### src/hw/rtl/xxrf_pkg.sv
`timescale 1ns / 1ps
`default_nettype none

package xxrf_pkg;

  localparam int DEPTH_DEFAULT = 8;

  localparam int BYTE_W      = 8;
  localparam int LIMIT_W     = 4;
  localparam int FILL_W      = 4;
  localparam int CFG_INDEX_W = 2;

  localparam logic [LIMIT_W-1:0] UPPER_RESET = 4'd4;
  localparam logic [LIMIT_W-1:0] LOWER_RESET = 4'd1;

  // Bytes below this code are control codes, line feed excepted.
  localparam logic [BYTE_W-1:0] CTRL_BELOW = 8'd32;
  localparam logic [BYTE_W-1:0] LINE_FEED  = 8'd10;

  // Item commands.
  localparam logic CMD_STORE   = 1'b0;
  localparam logic CMD_CONSUME = 1'b1;

  // Configuration register indexes.
  localparam logic [CFG_INDEX_W-1:0] CFG_UPPER = 2'd0;
  localparam logic [CFG_INDEX_W-1:0] CFG_LOWER = 2'd1;

  typedef enum logic [2:0] {
    ST_IDLE,
    ST_STORE,
    ST_READ,
    ST_CHECK,
    ST_FINISH
  } state_t;

  typedef struct packed {
    logic load_item;
    logic do_store;
    logic do_pop;
    logic load_result;
  } ctrl_cmd_t;

  typedef struct packed {
    logic item_consume;
    logic empty;
    logic pop_more;
    logic result_free;
  } ctrl_status_t;

endpackage

`default_nettype wire

### src/hw/rtl/xxrf_channels.sv
`timescale 1ns / 1ps
`default_nettype none

interface xxrf_item_if;
  import xxrf_pkg::*;
  logic              valid;
  logic              ready;
  logic              command;
  logic [BYTE_W-1:0] rx_byte;

  modport source (output valid, command, rx_byte, input ready);
  modport sink (input valid, command, rx_byte, output ready);
endinterface

interface xxrf_result_if;
  import xxrf_pkg::*;
  logic              valid;
  logic              ready;
  logic              accepted;
  logic              overflow;
  logic              data_valid;
  logic [BYTE_W-1:0] out_byte;
  logic              xoff_request;
  logic              xon_request;
  logic [FILL_W-1:0] fill_level;

  modport source (
    output valid, accepted, overflow, data_valid, out_byte, xoff_request, xon_request,
    fill_level,
    input ready
  );
  modport sink (
    input valid, accepted, overflow, data_valid, out_byte, xoff_request, xon_request,
    fill_level,
    output ready
  );
endinterface

interface xxrf_cfg_if;
  import xxrf_pkg::*;
  logic                   valid;
  logic                   ready;
  logic [CFG_INDEX_W-1:0] index;
  logic [LIMIT_W-1:0]     data;

  modport source (output valid, index, data, input ready);
  modport sink (input valid, index, data, output ready);
endinterface

`default_nettype wire

### src/hw/rtl/xon_xoff_receive_fifo_unit.sv
`timescale 1ns / 1ps
`default_nettype none

// Receive byte buffer with XON/XOFF flow control.
// The item channel carries a command and a byte: a store appends the byte at
// the tail unless the block is paused or full; a consume pops bytes, passing
// over control codes other than line feed, until a kept byte or an empty
// buffer. Each item gives exactly one transfer on the result channel, which
// reports the popped byte, the store outcome, the XOFF/XON requests and the
// fill level after the item. The cfg channel writes the upper and lower
// limits and is always ready; the user must write it only while the block
// is idle, as the block itself does not enforce this. Rate: one item at a
// time. A store passes through STORE and FINISH; a consume passes through
// READ and CHECK for each byte popped, then FINISH, or goes straight to
// FINISH when the buffer is empty. The result is registered in FINISH. Each
// pop spends the READ step on the registered read of the byte RAM and the
// CHECK step on the check, so a consume may pop up to DEPTH bytes. A stalled
// result only holds the block at its final step.
// Reset clears the indices, the fill count, the pause flag and the result
// valid, and loads the limits with 4 and 1; the byte RAM is not cleared.
module xon_xoff_receive_fifo_unit
  import xxrf_pkg::*;
#(
  parameter int DEPTH = DEPTH_DEFAULT
) (
  input wire logic       clk,
  input wire logic       rst,
  xxrf_item_if.sink      item,
  xxrf_result_if.source  result,
  xxrf_cfg_if.sink       cfg
);

  ctrl_cmd_t    cmd;
  ctrl_status_t status;

  assign cfg.ready = 1'b1;

  xxrf_ctrl u_ctrl (
    .clk       (clk),
    .rst       (rst),
    .item_valid(item.valid),
    .item_ready(item.ready),
    .status    (status),
    .cmd       (cmd)
  );

  xxrf_datapath #(
    .DEPTH(DEPTH)
  ) u_datapath (
    .clk             (clk),
    .rst             (rst),
    .cmd             (cmd),
    .status          (status),
    .item_command    (item.command),
    .item_rx_byte    (item.rx_byte),
    .cfg_valid       (cfg.valid),
    .cfg_index       (cfg.index),
    .cfg_data        (cfg.data),
    .res_ready       (result.ready),
    .res_valid       (result.valid),
    .res_accepted    (result.accepted),
    .res_overflow    (result.overflow),
    .res_data_valid  (result.data_valid),
    .res_out_byte    (result.out_byte),
    .res_xoff_request(result.xoff_request),
    .res_xon_request (result.xon_request),
    .res_fill_level  (result.fill_level)
  );

  // After a transfer in, the block is busy with that item.
  a_busy_after_accept: assert property (@(posedge clk) disable iff (rst)
    (item.valid && item.ready) |=> !item.ready)
    else $error("item taken while the previous one is still being worked on");

  // A result is loaded only when the output register is free.
  a_no_result_overwrite: assert property (@(posedge clk) disable iff (rst)
    cmd.load_result |-> status.result_free)
    else $error("result register loaded while holding an untaken result");

  // A store outcome and a popped byte never appear in the same result.
  a_store_pop_exclusive: assert property (@(posedge clk) disable iff (rst)
    result.valid |-> !(result.data_valid && (result.accepted || result.overflow)))
    else $error("result mixes store and consume outcomes");

  // One item never asks for both XOFF and XON.
  a_xon_xoff_exclusive: assert property (@(posedge clk) disable iff (rst)
    result.valid |-> !(result.xoff_request && result.xon_request))
    else $error("XOFF and XON requested by one item");

endmodule

`default_nettype wire

### src/hw/rtl/xxrf_ram.sv
`timescale 1ns / 1ps
`default_nettype none

module xxrf_ram #(
  parameter int WIDTH = 8,
  parameter int DEPTH = 8,
  parameter int ADDR_W = (DEPTH > 1) ? $clog2(DEPTH) : 1
) (
  input  wire logic              clk,
  input  wire logic              we,
  input  wire logic [ADDR_W-1:0] waddr,
  input  wire logic [WIDTH-1:0]  wdata,
  input  wire logic [ADDR_W-1:0] raddr,
  output logic      [WIDTH-1:0]  rdata
);

  logic [WIDTH-1:0] mem [DEPTH];

  always_ff @(posedge clk) begin
    if (we) begin
      mem[waddr] <= wdata;
    end
    rdata <= mem[raddr];
  end

endmodule

`default_nettype wire

### src/hw/rtl/xxrf_ctrl.sv
`timescale 1ns / 1ps
`default_nettype none

module xxrf_ctrl
  import xxrf_pkg::*;
(
  input  wire logic         clk,
  input  wire logic         rst,
  input  wire logic         item_valid,
  output logic              item_ready,
  input  wire ctrl_status_t status,
  output ctrl_cmd_t         cmd
);

  state_t state;
  state_t state_next;

  always_ff @(posedge clk) begin
    if (rst) begin
      state <= ST_IDLE;
    end else begin
      state <= state_next;
    end
  end

  always_comb begin
    state_next = state;
    cmd        = '0;
    item_ready = 1'b0;
    case (state)
      ST_IDLE: begin
        item_ready = 1'b1;
        if (item_valid) begin
          cmd.load_item = 1'b1;
          if (!status.item_consume) begin
            state_next = ST_STORE;
          end else if (status.empty) begin
            state_next = ST_FINISH;
          end else begin
            state_next = ST_READ;
          end
        end
      end
      ST_STORE: begin
        cmd.do_store = 1'b1;
        state_next   = ST_FINISH;
      end
      // The RAM read data is registered, so it turns up in the cycle after the address.
      ST_READ: begin
        state_next = ST_CHECK;
      end
      ST_CHECK: begin
        cmd.do_pop = 1'b1;
        state_next = status.pop_more ? ST_READ : ST_FINISH;
      end
      ST_FINISH: begin
        if (status.result_free) begin
          cmd.load_result = 1'b1;
          state_next      = ST_IDLE;
        end
      end
      default: begin
        state_next = ST_IDLE;
      end
    endcase
  end

endmodule

`default_nettype wire

### src/hw/rtl/xxrf_datapath.sv
`timescale 1ns / 1ps
`default_nettype none

module xxrf_datapath
  import xxrf_pkg::*;
#(
  parameter int DEPTH = DEPTH_DEFAULT
) (
  input  wire logic                   clk,
  input  wire logic                   rst,
  input  wire ctrl_cmd_t              cmd,
  output ctrl_status_t                status,
  input  wire logic                   item_command,
  input  wire logic [BYTE_W-1:0]      item_rx_byte,
  input  wire logic                   cfg_valid,
  input  wire logic [CFG_INDEX_W-1:0] cfg_index,
  input  wire logic [LIMIT_W-1:0]     cfg_data,
  input  wire logic                   res_ready,
  output logic                        res_valid,
  output logic                        res_accepted,
  output logic                        res_overflow,
  output logic                        res_data_valid,
  output logic      [BYTE_W-1:0]      res_out_byte,
  output logic                        res_xoff_request,
  output logic                        res_xon_request,
  output logic      [FILL_W-1:0]      res_fill_level
);

  localparam int IDX_W = $clog2(DEPTH);
  localparam int CNT_W = $clog2(DEPTH + 1);
  localparam int CMP_W = (CNT_W > LIMIT_W) ? CNT_W : LIMIT_W;

  logic [IDX_W-1:0]   read_index;
  logic [IDX_W-1:0]   write_index;
  logic [CNT_W-1:0]   held_count;
  logic               paused;
  logic [LIMIT_W-1:0] upper_limit;
  logic [LIMIT_W-1:0] lower_limit;
  logic [BYTE_W-1:0]  item_byte;

  logic               stage_accepted;
  logic               stage_overflow;
  logic               stage_data_valid;
  logic [BYTE_W-1:0]  stage_out_byte;
  logic               stage_xoff;
  logic               stage_xon;

  logic [BYTE_W-1:0]  rdata;
  logic               full;
  logic               ram_we;
  logic               byte_kept;
  logic [CMP_W-1:0]   count_wide;
  logic [CMP_W-1:0]   count_after_store;
  logic [CMP_W-1:0]   count_after_pop;

  function automatic logic [IDX_W-1:0] next_index(input logic [IDX_W-1:0] idx);
    return (idx == IDX_W'(DEPTH - 1)) ? '0 : idx + 1'b1;
  endfunction

  assign full              = (held_count == CNT_W'(DEPTH));
  assign count_wide        = CMP_W'(held_count);
  assign count_after_store = full ? count_wide : count_wide + 1'b1;
  assign count_after_pop   = count_wide - 1'b1;
  assign ram_we            = cmd.do_store && !paused && !full;
  assign byte_kept         = (rdata >= CTRL_BELOW) || (rdata == LINE_FEED);

  assign status.item_consume = (item_command == CMD_CONSUME);
  assign status.empty        = (held_count == '0);
  assign status.pop_more     = !byte_kept && (held_count > CNT_W'(1));
  assign status.result_free  = !res_valid || res_ready;

  xxrf_ram #(
    .WIDTH(BYTE_W),
    .DEPTH(DEPTH)
  ) u_ram (
    .clk  (clk),
    .we   (ram_we),
    .waddr(write_index),
    .wdata(item_byte),
    .raddr(read_index),
    .rdata(rdata)
  );

  always_ff @(posedge clk) begin
    if (rst) begin
      read_index  <= '0;
      write_index <= '0;
      held_count  <= '0;
      paused      <= 1'b0;
      upper_limit <= UPPER_RESET;
      lower_limit <= LOWER_RESET;
    end else begin
      if (cfg_valid) begin
        case (cfg_index)
          CFG_UPPER: upper_limit <= cfg_data;
          CFG_LOWER: lower_limit <= cfg_data;
          default: ;
        endcase
      end
      if (cmd.do_store && !paused) begin
        if (!full) begin
          write_index <= next_index(write_index);
          held_count  <= held_count + 1'b1;
        end
        if (count_after_store > CMP_W'(upper_limit)) begin
          paused <= 1'b1;
        end
      end
      if (cmd.do_pop) begin
        read_index <= next_index(read_index);
        held_count <= held_count - 1'b1;
        // The resume check runs once, on the last pop of the item.
        if (!status.pop_more && paused && (count_after_pop < CMP_W'(lower_limit))) begin
          paused <= 1'b0;
        end
      end
    end
  end

  always_ff @(posedge clk) begin
    if (cmd.load_item) begin
      item_byte        <= item_rx_byte;
      stage_accepted   <= 1'b0;
      stage_overflow   <= 1'b0;
      stage_data_valid <= 1'b0;
      stage_out_byte   <= '0;
      stage_xoff       <= 1'b0;
      stage_xon        <= 1'b0;
    end
    if (cmd.do_store && !paused) begin
      stage_accepted <= !full;
      stage_overflow <= full;
      stage_xoff     <= (count_after_store > CMP_W'(upper_limit));
    end
    if (cmd.do_pop) begin
      stage_data_valid <= 1'b1;
      stage_out_byte   <= rdata;
      stage_xon        <= !status.pop_more && paused
                          && (count_after_pop < CMP_W'(lower_limit));
    end
  end

  always_ff @(posedge clk) begin
    if (rst) begin
      res_valid <= 1'b0;
    end else if (cmd.load_result) begin
      res_valid <= 1'b1;
    end else if (res_ready) begin
      res_valid <= 1'b0;
    end
  end

  always_ff @(posedge clk) begin
    if (cmd.load_result) begin
      res_accepted     <= stage_accepted;
      res_overflow     <= stage_overflow;
      res_data_valid   <= stage_data_valid;
      res_out_byte     <= stage_out_byte;
      res_xoff_request <= stage_xoff;
      res_xon_request  <= stage_xon;
      res_fill_level   <= count_wide[FILL_W-1:0];
    end
  end

endmodule

`default_nettype wire
### src/flat_wrapper.sv
// flat-port wrapper written by rule: the top's interface ports become plain ports
module xon_xoff_receive_fifo_unit_flat import xxrf_pkg::*;
#(
  parameter int DEPTH = DEPTH_DEFAULT
)
  (clk, rst, item_valid, item_command, item_rx_byte, item_ready, result_valid, result_accepted, result_overflow, result_data_valid, result_out_byte, result_xoff_request, result_xon_request, result_fill_level, result_ready, cfg_valid, cfg_index, cfg_data, cfg_ready);
  xxrf_item_if item_i ();
  xxrf_result_if result_i ();
  xxrf_cfg_if cfg_i ();
  input wire logic clk;
  input wire logic rst;
  input wire logic [$bits(item_i.valid)-1:0] item_valid;
  input wire logic [$bits(item_i.command)-1:0] item_command;
  input wire logic [$bits(item_i.rx_byte)-1:0] item_rx_byte;
  output wire logic [$bits(item_i.ready)-1:0] item_ready;
  output wire logic [$bits(result_i.valid)-1:0] result_valid;
  output wire logic [$bits(result_i.accepted)-1:0] result_accepted;
  output wire logic [$bits(result_i.overflow)-1:0] result_overflow;
  output wire logic [$bits(result_i.data_valid)-1:0] result_data_valid;
  output wire logic [$bits(result_i.out_byte)-1:0] result_out_byte;
  output wire logic [$bits(result_i.xoff_request)-1:0] result_xoff_request;
  output wire logic [$bits(result_i.xon_request)-1:0] result_xon_request;
  output wire logic [$bits(result_i.fill_level)-1:0] result_fill_level;
  input wire logic [$bits(result_i.ready)-1:0] result_ready;
  input wire logic [$bits(cfg_i.valid)-1:0] cfg_valid;
  input wire logic [$bits(cfg_i.index)-1:0] cfg_index;
  input wire logic [$bits(cfg_i.data)-1:0] cfg_data;
  output wire logic [$bits(cfg_i.ready)-1:0] cfg_ready;
  assign item_i.valid = item_valid;
  assign item_i.command = item_command;
  assign item_i.rx_byte = item_rx_byte;
  assign item_ready = item_i.ready;
  assign result_valid = result_i.valid;
  assign result_accepted = result_i.accepted;
  assign result_overflow = result_i.overflow;
  assign result_data_valid = result_i.data_valid;
  assign result_out_byte = result_i.out_byte;
  assign result_xoff_request = result_i.xoff_request;
  assign result_xon_request = result_i.xon_request;
  assign result_fill_level = result_i.fill_level;
  assign result_i.ready = result_ready;
  assign cfg_i.valid = cfg_valid;
  assign cfg_i.index = cfg_index;
  assign cfg_i.data = cfg_data;
  assign cfg_ready = cfg_i.ready;
  xon_xoff_receive_fifo_unit #(.DEPTH(DEPTH)) u_core (.clk(clk), .rst(rst), .item(item_i), .result(result_i), .cfg(cfg_i));
endmodule
### config.mk
export PLATFORM = sky130hd
export DESIGN_NAME = xon_xoff_receive_fifo_unit_flat
export DESIGN_NICKNAME = d
export VERILOG_FILES = /design/src/hw/rtl/xxrf_pkg.sv /design/src/hw/rtl/xxrf_channels.sv /design/src/hw/rtl/xon_xoff_receive_fifo_unit.sv /design/src/hw/rtl/xxrf_ram.sv /design/src/hw/rtl/xxrf_ctrl.sv /design/src/hw/rtl/xxrf_datapath.sv /design/src/flat_wrapper.sv
export SDC_FILE = /design/constraint.sdc
export NUM_CORES = 1
export LEC_CHECK = 0
export BUFFER_PORTS_ARGS = -buffer_cell sky130_fd_sc_hd__buf_2
export CORE_MARGIN = 1
export CORE_UTILIZATION = 59
export DETAILED_ROUTE_END_ITERATION = 7
export GPL_ROUTABILITY_DRIVEN = 0
export PLACE_DENSITY = 0.78
export RECOVER_POWER = 100
export SYNTH_ARGS = -nofsm -noshare
export SYNTH_HDL_FRONTEND = slang
export SYNTH_SLANG_ARGS = --single-unit
### constraint.sdc
create_clock -name clk -period 2.9 [get_ports clk]
set_clock_uncertainty 0.05 [all_clocks]
set_input_delay 0.435 -clock clk [delete_from_list [all_inputs] [get_ports clk]]
set_output_delay 0.435 -clock clk [all_outputs]
set_load 0.03 [all_outputs]
Word level (Yosys, flattened, before mapping):

Memories as Yosys holds them, arrays and structs flattened. A register that Yosys moved wholly into a read port is not among the register bits.
Index checks and enable logic that the tools add are counted.
Widths: inputs -> output; s select.

* shift-type cells: 0
* add/subtract/negate cells: 4
* multiply operators: 0
* order comparisons: 4
* bitwise logic cells: 1
* divide/modulo/power cells: 0
* reductions and logical operators: 23
* muxes and demuxes: 33
* equality and inequality tests: 11

Operators by type and width (number)
* $mux 3: 7
* $mux 1: 20
* $mux 8: 2
* $pmux 3 s5: 1
* $mux 4: 3
* $eq 3x3->1 const B: 3
* $eq 8x4->1 const B: 1
* $ge 8x6->1 const B: 1
* $reduce_and 2->1: 4
* $reduce_bool 2->1: 4
* $add 3x1->3 const B: 2
* $eq 3x2->1 const B: 2
* $logic_and 1x1->1: 5
* $logic_not 1->1: 5
* $add 4x1->4 const B: 1
* $eq 4x4->1 const B: 1
* $gt 4x1->1 const B: 1
* $gt 4x4->1: 1
* $logic_not 4->1: 1
* $lt 4x4->1: 1
* $sub 4x1->4 const B: 1
* $eq 3x1->1 const B: 1
* $logic_not 3->1: 1
* $eq 2x1->1 const B: 1
* 5 further kinds: 6

* memory bits (writable): 64
* latch bits: 0
* memory bits (read-only): 0
* memories: 1
* bits in registers: 61

Memory list
* u_core.u_datapath.u_ram.mem: depth 8, width 8, rd ports 1, clocked after memory_dff 1, write ports 1, RTL line xxrf_ram.sv:17 `logic [WIDTH-1:0] mem [DEPTH];`

Longest topological paths before layout:

Gate-level depths: netlist (run 1).

* depth after elaboration: 9
* gate-level depth with buffers: 10
* gate-level depth less buffers: 10

By module:

From an unflattened synthesis (run 1), not the netlist that was laid out.

* cell total of the unflattened synthesis: 332
* area, all modules: 5310.1 um^2

By module, submodules not included
* xxrf_ram: area an instance 2691.3 um^2, cells each 114, times used 1
* xxrf_datapath: area an instance 2429.8 um^2, cells each 195, times used 1
* xxrf_ctrl: area an instance 177.7 um^2, cells each 21, times used 1
* xon_xoff_receive_fifo_unit: area an instance 11.3 um^2, cells each 2, times used 1

Least setup slack after synthesis (run 1):

OpenSTA, ideal clock, no wires.

* path type: register -> register
* start point: register u_core.u_ctrl.state[1]
* end point: memory u_core.u_datapath.u_ram.mem[0][0], enable pin
* stages on the path, launching flop included: 7
* clock period less this slack: 2.669 ns
* required time: 2.455 ns
* path slack: 0.231 ns
* data arrival time: 2.224 ns
* library setup time: 0.395 ns
* cell sequence: dfxtp_1 -> buf_6 -> or4b_4 -> buf_6 -> or2_1 -> buf_6 -> nor4_1

* cells in the longest elaborated chain, start to end: 6

RTL lines
* start, declared: RTL line xxrf_ctrl.sv:15 `state_t state;`
* start signal, assigned: RTL line xxrf_ctrl.sv:22 `state <= state_next;`
* $eq 3x1->1: RTL line xxrf_ctrl.sv:30 `case (state)`
* $mux 1: RTL line xxrf_ctrl.sv:30
* $logic_and 1x1->1 (2 in a row): RTL line xxrf_datapath.sv:64 `assign ram_we = cmd.do_store && !paused && !full;`
* $mux 1: RTL line xxrf_ram.sv:20 `if (we) begin`
* $mux 1 (implied by the code): RTL line xxrf_ram.sv:21 `mem[waddr] <= wdata;`
* end, declared: RTL line xxrf_ram.sv:17

No other way between the ends.

Worst setup path after layout (run 1):

* start point: register u_core.u_ctrl.state[0]
* end point: memory u_core.u_datapath.u_ram.mem[6][0], enable pin

Same word-level chain as after synthesis.

==> flow_metrics.env, run 1 <==
export IMPL_status="complete, no violations"
export IMPL_hold_buffers=0
export IMPL_p_total_uw=4460
export IMPL_holdPathStages=1
export IMPL_r2r_start="u_core.u_ctrl.state[0]$_SDFFE_PP0P_"
export IMPL_clk_pin_slew_ns=0.06
export IMPL_area_growth_synth_to_final_pct=16.1
export IMPL_timing_final_crit_period_ns=2.65
export IMPL_synth_edf_count=101
export IMPL_hold_viol_final=0
export IMPL_coreArea_sq_um=8680
export IMPL_slowest_delay_ns=0.64
export IMPL_finalSetupTns_ns=0
export IMPL_crit_required_ns=3.01
export IMPL_end_kind="flip-flop"
export IMPL_grt_util_met3_pct=7.20
export IMPL_postSynthCellCount=342
export IMPL_routed_wl_um=9300
export IMPL_antenna_found_initial=0
export IMPL_cp_cell_sequence="or4b_1, or2_1, nor3_1, clkbuf_1"
export IMPL_port_buffers=38
export IMPL_crit_arrival_ns=2.76
export IMPL_insertion_delay_ns=0.52
export IMPL_post_place_cells=482
export IMPL_ys_seq_elements=133
export IMPL_tritoncts="yes"
export IMPL_power_leakage_uw=0.00218
export IMPL_r2r_cells=4
export IMPL_drt_iter0_drc=136
export IMPL_use_met1_pct=27.8
export IMPL_setup_viol=0
export IMPL_hold_path_end="u_core.u_datapath.item_byte[3]$_DFFE_PP_"
export IMPL_hold_path_class="input pin to flip-flop"
export IMPL_clockBufferDepth=2
export IMPL_slew_viol_final=0
export IMPL_wl_per_cell_um=18.1
export IMPL_use_met2_pct=37.2
export IMPL_synthTopCellsByCount="101 x edfxtp_1, 32 x dfxtp_1, 24 x nor2_1"
export IMPL_pin_count=40
export IMPL_worstHoldStart="item_rx_byte[3]"
export IMPL_postLayoutCoreUtil_pct=70.4
export IMPL_fp_dieH_um=96.5
export IMPL_cts_max_level=4
export IMPL_grt_pass1_vias=2846
export IMPL_ys_types=51
export IMPL_drt_pass1_iterations=4
export IMPL_cp_max_fo=11
export IMPL_reg2reg_to="u_core.u_datapath.u_ram.mem[6][0]$_DFFE_PP_"
export IMPL_synth_largest_area_cell="edfxtp_1"
export IMPL_start_util_pct=60.7
export IMPL_drive_above_1_share_pct=19.7
export IMPL_post_cts_buffers=0
export IMPL_start_kind="flip-flop"
export IMPL_synth_nets=377
export IMPL_hpwl_um=6020
export IMPL_maxCapViolations=0
export IMPL_cts_buffers=17
export IMPL_synthTopCellsByArea="edfxtp_1 58%, dfxtp_1 12%, mux4_2 6.8%, ha_1 3.6%, mux2_2 1.7%"
export IMPL_critPathKind="flip-flop to flip-flop"
export IMPL_synth_top_flop_cell="edfxtp_1"
export IMPL_clockRootBuffer="clkbuf_8"
export IMPL_rsz0062_at_grt="false"
export IMPL_grt_pass1_wl_um=14500
export IMPL_syn_area_sq_um=5260
export IMPL_cts_sinks=133
export IMPL_cp_slowest_cell="or4b_1"
export IMPL_vias=2893
export IMPL_n_antenna_cell=0
export IMPL_busiest_layer="met2"
export IMPL_worst_slew_margin_rel_pct=37.3
export IMPL_max_freq_ghz=0.377
export IMPL_dieArea_sq_um=9300
export IMPL_ir_worst_vdd_mv=0.528
export IMPL_synth_most_common_cell="edfxtp_1"
export IMPL_ys_seq_area_share_pct=69.8
export IMPL_num_rows=34
export IMPL_drc=0
export IMPL_grt_overflow=0
export IMPL_timing_final_crit_share_pct=91.4
export IMPL_p_per_area_nw_per_um2=729
export IMPL_async_flop_share_pct=0
export IMPL_fin_nets=428
export IMPL_grt_total_usage_pct=22.6
export IMPL_synth_top_area_share_pct=57.6
export IMPL_vias_per_cell=5.63
export IMPL_syn_area_per_cell_sq_um=15.4
export IMPL_r2r_setup_slack_ns=0.25
export IMPL_die_w_um=96.5
export IMPL_ys_warn_count=0
export IMPL_stdcell_count=514
export IMPL_grt_start_max_net_pins=22
export IMPL_cts_resized=0
export IMPL_worst_pin_slew_ns=0.940
export IMPL_drtAntennaViolNets=0
export IMPL_fillers=554
export IMPL_cp_startpoint="u_core.u_ctrl.state[0]$_SDFFE_PP0P_"
[metal layers]
layer / share of wire (%) / vias up / routed length [um]
met5: 0 / - / 0
met4: 1.6 / 0 / 150
met2: 51 / 82 / 4790
met3: 4.9 / 16 / 460
met1: 42 / 1405 / 3900
li1: - / 1390 / -
[cells by family (layout without fill, tap and decap cells)]
logic type | Yosys count | in the layout | synth area share, %
other | 1 | 1 | 0.0712
and+or+nand+nor | 91 | 91 | 8.82
adders and majority gates | 15 | 15 | 3.57
muxes | 30 | 30 | 9.70
buffers and inverters | 29 | 93 | 2.61
xor gates and xnor gates | 4 | 4 | 0.666
DFF | 133 | 133 | 69.8
AOI/OAI and AO/OA | 39 | 39 | 4.78
[final cells by class]
| cell class | instances | area [sq um] | area share, % |
|---|---|---|---|
| repair buffers | 48 | 223 | 3.64 |
| clock buffers | 19 | 442 | 7.22 |
| inverters | 13 | 48.8 | 0.798 |
| flip-flops and latches | 133 | 3670 | 60.1 |
| well taps | 108 | 135 | 2.21 |
| multi-input cells | 180 | 1450 | 23.6 |
| clock inverters | 13 | 146 | 2.39 |
[critical path: cells and delay by family, from the launching register on]
family / cells / cell delay, ns
and+or+nand+nor: 3 / 1.24
buffers and inverters: 1 / 0.47
DFF: 1 / 0.51
[layout by cell type (no fill, tap or decap), types with 12 or more instances in the layout]
cell and n:
inv_1 13, nand2_1 21, clkbuf_1 24, buf_2 19
nor2_1 24, ha_1 15, edfxtp_1 101, clkbuf_16 16
dfxtp_1 32, mux4_2 16, a21oi_1 17, nor3_1 12
[report_power, final]
group | leakage (uW) | total [uW] | switching [uW] | internal (uW)
combinational | 0.000703 | 195 | 133 | 62.7
sequential | 0.00119 | 2180 | 47.9 | 2130
clock | 0.000287 | 2090 | 807 | 1280
[registers in the layout, summed over array words and instances (netlist names), 3 cells and up]
name / flops
u_core.u_datapath.u_ram.mem: 64
u_core.u_datapath.item_byte: 8
u_core.u_datapath.res_out_byte: 8
u_core.u_datapath.stage_out_byte: 8
u_core.u_datapath.u_ram.rdata: 8
u_core.u_datapath.count_wide: 4
u_core.u_datapath.lower_limit: 4
u_core.u_datapath.res_fill_level: 4
u_core.u_datapath.upper_limit: 4
u_core.u_ctrl.state: 3
u_core.u_datapath.read_index: 3
u_core.u_datapath.write_index: 3
[stage by stage]
stage	area, sq um	hold slack (ns)	setup slack (ns)
CTS	6160	0.0136	0.443
global route	6110	0.0131	0.137
finish	6110	0.0339	0.249
global placement	5580	0.351	0.515
floorplan	5260	0.350	0.231
detailed placement	5580	0.355	0.465
[worst max-delay path by stage]
stage,to,cells past startpoint,slack [ns]
6_report,u_core.u_datapath.u_ram.mem[6][0]$_DFFE_PP_,4,0.25
5_1_grt,u_core.u_datapath.u_ram.mem[1][1]$_DFFE_PP_,6,0.14
4_1_cts,u_core.u_datapath.u_ram.mem[1][6]$_DFFE_PP_,8,0.44
3_5_place_dp,u_core.u_datapath.u_ram.mem[1][4]$_DFFE_PP_,8,0.47
3_3_place_gp,u_core.u_datapath.u_ram.mem[1][4]$_DFFE_PP_,6,0.52
2_1_floorplan,u_core.u_datapath.u_ram.mem[0][0]$_DFFE_PP_,6,0.23
Note: power is estimated with default switching activity, not from simulation.
==> run 2, diff against run 1 <==
SYNTH_HIERARCHICAL = 1   (was not set)
==> run 2 against run 1 <==
Against the previous run:
- synthesized cell count is 2.9% lower
- largest cell class unchanged
- worst hold slack improved by 0.0083 ns
- count of clock-buffer cells in the layout down 1
- sequential share of layout area is essentially flat
- utilization is 0.36 points lower
- total power shrank 0.16%
- non-clock buffer count fell by 5
==> flow_metrics.env, run 2 <==
export IMPL_fillers=553
export IMPL_finalSetupTns_ns=0
export IMPL_synthTopCellsByArea="edfxtp_1 57%, dfxtp_1 12%, mux4_1 7.4%, ha_1 3.3%, nor2_1 2.3%"
export IMPL_drc=0
export IMPL_maxCapViolations=0
export IMPL_holdPathStages=1
export IMPL_largest_reg_flops=64
export IMPL_fin_nets=415
export IMPL_layout_commonest_cell="edfxtp_1"
export IMPL_pre_cts_ws_ns=0.491
export IMPL_drive_above_1_share_pct=16.2
export IMPL_timing_final_crit_share_pct=90.7
export IMPL_power_leakage_uw=0.00219
export IMPL_crit_arrival_ns=2.73
export IMPL_fp_dieH_um=96.9
export IMPL_cts_buffers=17
export IMPL_worst_slack_ns=0.271
export IMPL_r2r_start="u_core/u_datapath/count_wide[0]$_SDFFE_PP0P_"
export IMPL_setup_viol=0
export IMPL_layout_common_cells="101 x edfxtp_1, 32 x nor2_1, 32 x dfxtp_1"
export IMPL_hpwl_um=6070
export IMPL_coreArea_sq_um=8720
export IMPL_synth_most_common_cell="edfxtp_1"
export IMPL_insertion_delay_ns=0.51
export IMPL_hold_viol_final=0
export IMPL_worst_pin_slew_ns=1.00
export IMPL_start_util_pct=60.9
export IMPL_vias_per_cell=5.69
export IMPL_status="complete, no violations"
export IMPL_dieArea_sq_um=9380
export IMPL_vias=2858
export IMPL_clockBufferDepth=2
export IMPL_syn_area_sq_um=5310
export IMPL_crit_required_ns=3.00
export IMPL_cts_sinks=133
export IMPL_r2r_cells=8
export IMPL_synth_top_flop_cell="edfxtp_1"
export IMPL_synth_nets=366
export IMPL_synth_largest_area_cell="edfxtp_1"
export IMPL_grt_pass1_wl_um=15200
export IMPL_drtAntennaViolNets=0
export IMPL_rsz0062_at_grt="false"
export IMPL_p_per_area_nw_per_um2=728
export IMPL_ir_worst_vdd_mv=0.408
export IMPL_critPathKind="flip-flop to flip-flop"
export IMPL_worst_slew_margin_rel_pct=33.1
export IMPL_hold_path_end="u_core/u_datapath/item_byte[5]$_DFFE_PP_"
export IMPL_cp_max_fo=8
export IMPL_routed_wl_um=9640
export IMPL_grt_overflow=0
export IMPL_drt_pass1_iterations=5
export IMPL_hold_buffers=0
export IMPL_post_cts_buffers=0
export IMPL_area_growth_synth_to_final_pct=15.1
export IMPL_die_w_um=96.9
export IMPL_hold_path_class="input pin to flip-flop"
export IMPL_syn_area_per_cell_sq_um=16.0
export IMPL_slew_viol_final=0
export IMPL_ys_types=51
export IMPL_synth_edf_count=101
export IMPL_r2r_setup_slack_ns=0.27
export IMPL_reg2reg_to="u_core/u_datapath/u_ram/mem[5][0]$_DFFE_PP_"
export IMPL_synth_top_area_share_pct=57.1
export IMPL_ys_warn_count=6
export IMPL_n_antenna_cell=0
export IMPL_clk_pin_slew_ns=0.06
export IMPL_port_buffers=38
export IMPL_start_kind="flip-flop"
export IMPL_grt_total_usage_pct=22.4
export IMPL_postSynthCellCount=332
export IMPL_cts_resized=0
export IMPL_max_freq_ghz=0.380
export IMPL_grt_start_max_net_pins=25
export IMPL_dpl_cell_area_sq_um=5590
export IMPL_wl_per_cell_um=19.2
export IMPL_synthTopCellsByCount="101 x edfxtp_1, 32 x dfxtp_1, 32 x nor2_1"
export IMPL_end_kind="flip-flop"
export IMPL_fin_area_sq_um=6110
export IMPL_clockRootBuffer="clkbuf_8"
export IMPL_grt_pass1_vias=2845
export IMPL_tritoncts="yes"
export IMPL_ys_seq_elements=133
export IMPL_pin_count=40
export IMPL_ys_seq_area_share_pct=69.2
export IMPL_timing_final_crit_period_ns=2.63
export IMPL_top_register="u_core/u_datapath/u_ram/mem"
export IMPL_postLayoutCoreUtil_pct=70.1
export IMPL_num_rows=34
export IMPL_cts_max_level=4
export IMPL_antenna_found_initial=0
export IMPL_async_flop_share_pct=0
export IMPL_worstHoldStart="item_rx_byte[5]"
export IMPL_drt_iter0_drc=204
[run 2: cell types whose count changed in the layout (fill, tap and decap cells not counted), sizes merged, moves of 4 or more]
cell / previous run / this run
nand2: 21 / 12
nor2: 24 / 32
nor3: 12 / 7
a21oi: 17 / 13
buf: 24 / 20
clkinvlp: 1 / 5
[run 2: how the worst max path moves through the flow]
stage / slack, ns / from / end
after floorplan: 0.65 / u_core/u_datapath/count_wide[0]$_SDFFE_PP0P_ / u_core/u_datapath/u_ram/mem[0][0]$_DFFE_PP_
after global placement: 0.63 / u_core/u_datapath/count_wide[0]$_SDFFE_PP0P_ / u_core/u_datapath/u_ram/mem[1][4]$_DFFE_PP_
after detailed placement: 0.49 / u_core/u_datapath/count_wide[0]$_SDFFE_PP0P_ / u_core/u_datapath/u_ram/mem[1][2]$_DFFE_PP_
after CTS: 0.41 / u_core/u_ctrl/state[0]$_SDFFE_PP0P_ / u_core/u_datapath/u_ram/mem[1][1]$_DFFE_PP_
after global routing: 0.1 / u_core/u_datapath/count_wide[0]$_SDFFE_PP0P_ / u_core/u_datapath/u_ram/mem[5][0]$_DFFE_PP_
final: 0.27 / u_core/u_datapath/count_wide[0]$_SDFFE_PP0P_ / u_core/u_datapath/u_ram/mem[5][0]$_DFFE_PP_
[run 2: report_power, final]
group / internal [uW] / switching (uW) / total, uW / leakage [uW]
Sequential: 2120 / 41.4 / 2160 / 0.00119
Clock: 1320 / 798 / 2110 / 0.000274
Combinational: 58.4 / 119 / 178 / 0.000718
Total: 3490 / 959 / 4450 / 0.00219
[run 2: layout make-up]
type	instances	area [sq um]	area share, %
flip-flops and latches	133	3670	60.1
multi-input cells	169	1450	23.8
clock buffers	18	418	6.84
repair buffers	43	193	3.15
clock inverters	14	176	2.89
well taps	108	135	2.21
inverters	17	63.8	1.04
[run 2: through the flow]
stage | cells | power [uW] | hold WS [ns]
3_3_place_gp | 470 | 2370 | 0.352
6_report | 502 | 4450 | 0.0422
5_1_grt | 502 | 4590 | 0.0160
3_5_place_dp | 470 | 2380 | 0.355
2_1_floorplan | 332 | 2310 | 0.350
4_1_cts | 502 | 4480 | 0.0260
[run 2: layer usage]
layer | routed length (um) | global-route usage, % | vias to the layer above | share of wire (%)
met5 | 0 | 0 | - | 0
met4 | 234 | 10.3 | 0 | 2.4
li1 | - | - | 1355 | -
met3 | 491 | 5.64 | 19 | 5.1
met1 | 4030 | 28.9 | 1391 | 42
met2 | 4880 | 35.8 | 93 | 51
[run 2: critical path, stage by stage, from the launching register on]
cell      delay (ns)
dfxtp_1         0.49
inv_1           0.12
ha_1            0.31
nand3b_1        0.23
nand2_2         0.15
inv_1           0.15
nand2_1         0.13
nor2_1          0.20
clkbuf_1        0.43
[run 2: cells by family after synthesis]
logic type	after synthesis	synth area share, %
mux	30	10.7
simple gates	86	8.74
other cells	1	0.0706
buf+inv	30	2.85
flops	133	69.2
fa+ha+maj	14	3.30
compound gates	32	4.19
xor+xnor	6	0.990
==> run 3, diff against run 2 <==
REMOVE_ABC_BUFFERS = 1   (was not set)
==> run 3 against run 2 <==
Against the previous run:
- sequential share of layout area up 0.46 points
- worst hold slack improved by 0.0081 ns
- maximum frequency is 1.1% higher
- utilization down 0.53 points
- combinational power is essentially flat
- critical path type unchanged
==> flow_metrics.env, run 3 (synthesized netlist as in run 2, its figures left out) <==
export IMPL_antenna_found_initial=0
export IMPL_clockBufferDepth=2
export IMPL_grt_total_usage_pct=21.5
export IMPL_layout_commonest_cell="edfxtp_1"
export IMPL_hold_path_class="input pin to flip-flop"
export IMPL_cp_max_fo=8
export IMPL_wl_per_cell_um=18.7
export IMPL_rsz0062_at_grt="false"
export IMPL_fillers=555
export IMPL_cp_startpoint="u_core/u_datapath/count_wide[0]$_SDFFE_PP0P_"
export IMPL_slowest_delay_ns=0.61
export IMPL_dieArea_sq_um=9380
export IMPL_drc=0
export IMPL_largest_reg_flops=64
export IMPL_start_kind="flip-flop"
export IMPL_drt_pass1_iterations=5
export IMPL_layout_common_cells="101 x edfxtp_1, 32 x nor2_1, 32 x dfxtp_1"
export IMPL_start_util_pct=60.9
export IMPL_pre_cts_ws_ns=0.462
export IMPL_r2r_start="u_core/u_datapath/count_wide[0]$_SDFFE_PP0P_"
export IMPL_timing_final_crit_period_ns=2.60
export IMPL_cts_max_level=4
export IMPL_crit_top_cell="inv_1"
export IMPL_switching_share_pct=22.1
export IMPL_insertion_delay_ns=0.51
export IMPL_crit_arrival_ns=2.69
export IMPL_hold_viol_final=0
export IMPL_setup_viol=0
export IMPL_maxCapViolations=0
export IMPL_drt_iter0_drc=137
export IMPL_p_seq_share_pct=50.7
export IMPL_postLayoutCoreUtil_pct=69.6
export IMPL_slew_viol_final=0
export IMPL_port_buffers=38
export IMPL_ir_worst_vdd_mv=0.564
export IMPL_top_register="u_core/u_datapath/u_ram/mem"
export IMPL_power_switching_uw=941
export IMPL_crit_required_ns=2.98
export IMPL_fp_dieH_um=96.9
export IMPL_post_cts_buffers=0
export IMPL_worst_pin_slew_ns=0.941
export IMPL_worst_slack_ns=0.299
export IMPL_worstHoldStart="item_rx_byte[2]"
export IMPL_cts_sinks=133
export IMPL_p_per_area_nw_per_um2=702
export IMPL_timing_final_crit_share_pct=89.7
export IMPL_vias=2873
export IMPL_power_leakage_uw=0.00217
export IMPL_power_internal_uw=3320
export IMPL_p_comb_share_pct=4.1
export IMPL_cp_slowest_cell="nor2_1"
export IMPL_cts_buffers=17
export IMPL_pin_count=40
export IMPL_drtAntennaViolNets=0
export IMPL_hpwl_um=5920
export IMPL_grt_start_max_net_pins=25
export IMPL_worst_slew_margin_rel_pct=37.2
export IMPL_max_freq_ghz=0.384
export IMPL_clkPwrFrac_pct=45.1
export IMPL_multiInputGateArea_sq_um=1450
export IMPL_hold_buffers=0
export IMPL_routed_wl_um=9430
export IMPL_finalSetupTns_ns=0
export IMPL_fin_nets=415
export IMPL_end_kind="flip-flop"
export IMPL_vias_per_cell=5.71
export IMPL_area_growth_synth_to_final_pct=14.2
export IMPL_status="complete, no violations"
export IMPL_grt_pass1_vias=2883
export IMPL_die_w_um=96.9
export IMPL_seq_area_sq_um=3670
export IMPL_tritoncts="yes"
export IMPL_clockRootBuffer="clkbuf_8"
export IMPL_clk_pin_slew_ns=0.06
export IMPL_grt_pass1_wl_um=14700
export IMPL_cts_resized=0
export IMPL_num_rows=34
export IMPL_critPathKind="flip-flop to flip-flop"
export IMPL_grt_overflow=0
export IMPL_coreArea_sq_um=8720
export IMPL_drive_above_1_share_pct=16.2
export IMPL_cp_cell_sequence="inv_1, ha_1, nand3b_1, nand2_2, inv_1, nand2b_1, nor2_1"
## run 3: power by group through the flow
stage	registers (uW)	logic, uW	clock network [uW]
floorplan	2210	93.5	0
global placement	2190	176	0
detailed placement	2200	181	0
CTS	2160	184	1970
global route	2170	194	2040
finish	2160	176	1920
## run 3: critical path, delay by kind of cell, from the launching register on
family                   cells  cell delay (ns)
AND/OR/NAND/NOR              4             1.08
flip-flops                   1             0.49
adder cells (fa/ha/maj)      1             0.31
buffers and inverters        2             0.29
## run 3: area by class of cell
type | instances | share of cell area [%]
inverters | 17 | 1.05
flip-flops and latches | 133 | 60.6
diodes | 1 | 0.0413
repair buffers | 43 | 3.20
clock buffers | 18 | 6.89
clock inverters | 14 | 2.08
multi-input cells | 169 | 23.9
well taps | 108 | 2.23
## run 3: worst paths after layout
| kind | slack (ns) | cells after the start | end |
|---|---|---|---|
| worst min-delay path | 0.05 | 1 | u_core/u_datapath/item_byte[2]$_DFFE_PP_ |
| worst max register to register | 0.30 | 7 | u_core/u_datapath/u_ram/mem[2][4]$_DFFE_PP_ |
| worst min register to register | 0.37 | 0 | u_core/u_datapath/res_out_byte[7]$_DFFE_PP_ |
| worst max-delay path | 0.30 | 7 | u_core/u_datapath/u_ram/mem[2][4]$_DFFE_PP_ |
## run 3: per-layer routing
layer,global-route usage [%],share of wire [%]
met1,26.9,44
met2,34.3,50
met3,7.30,4.9
met4,9.41,1.5
met5,0,0
## run 3: metrics by stage
stage	total power, uW	cell area [sq um]	hold slack, ns	instances
2_1_floorplan	2300	5220	0.350	319
3_3_place_gp	2370	5590	0.352	470
3_5_place_dp	2380	5590	0.355	470
4_1_cts	4310	6130	0.0213	502
5_1_grt	4400	6060	0.0140	502
6_report	4260	6070	0.0504	503
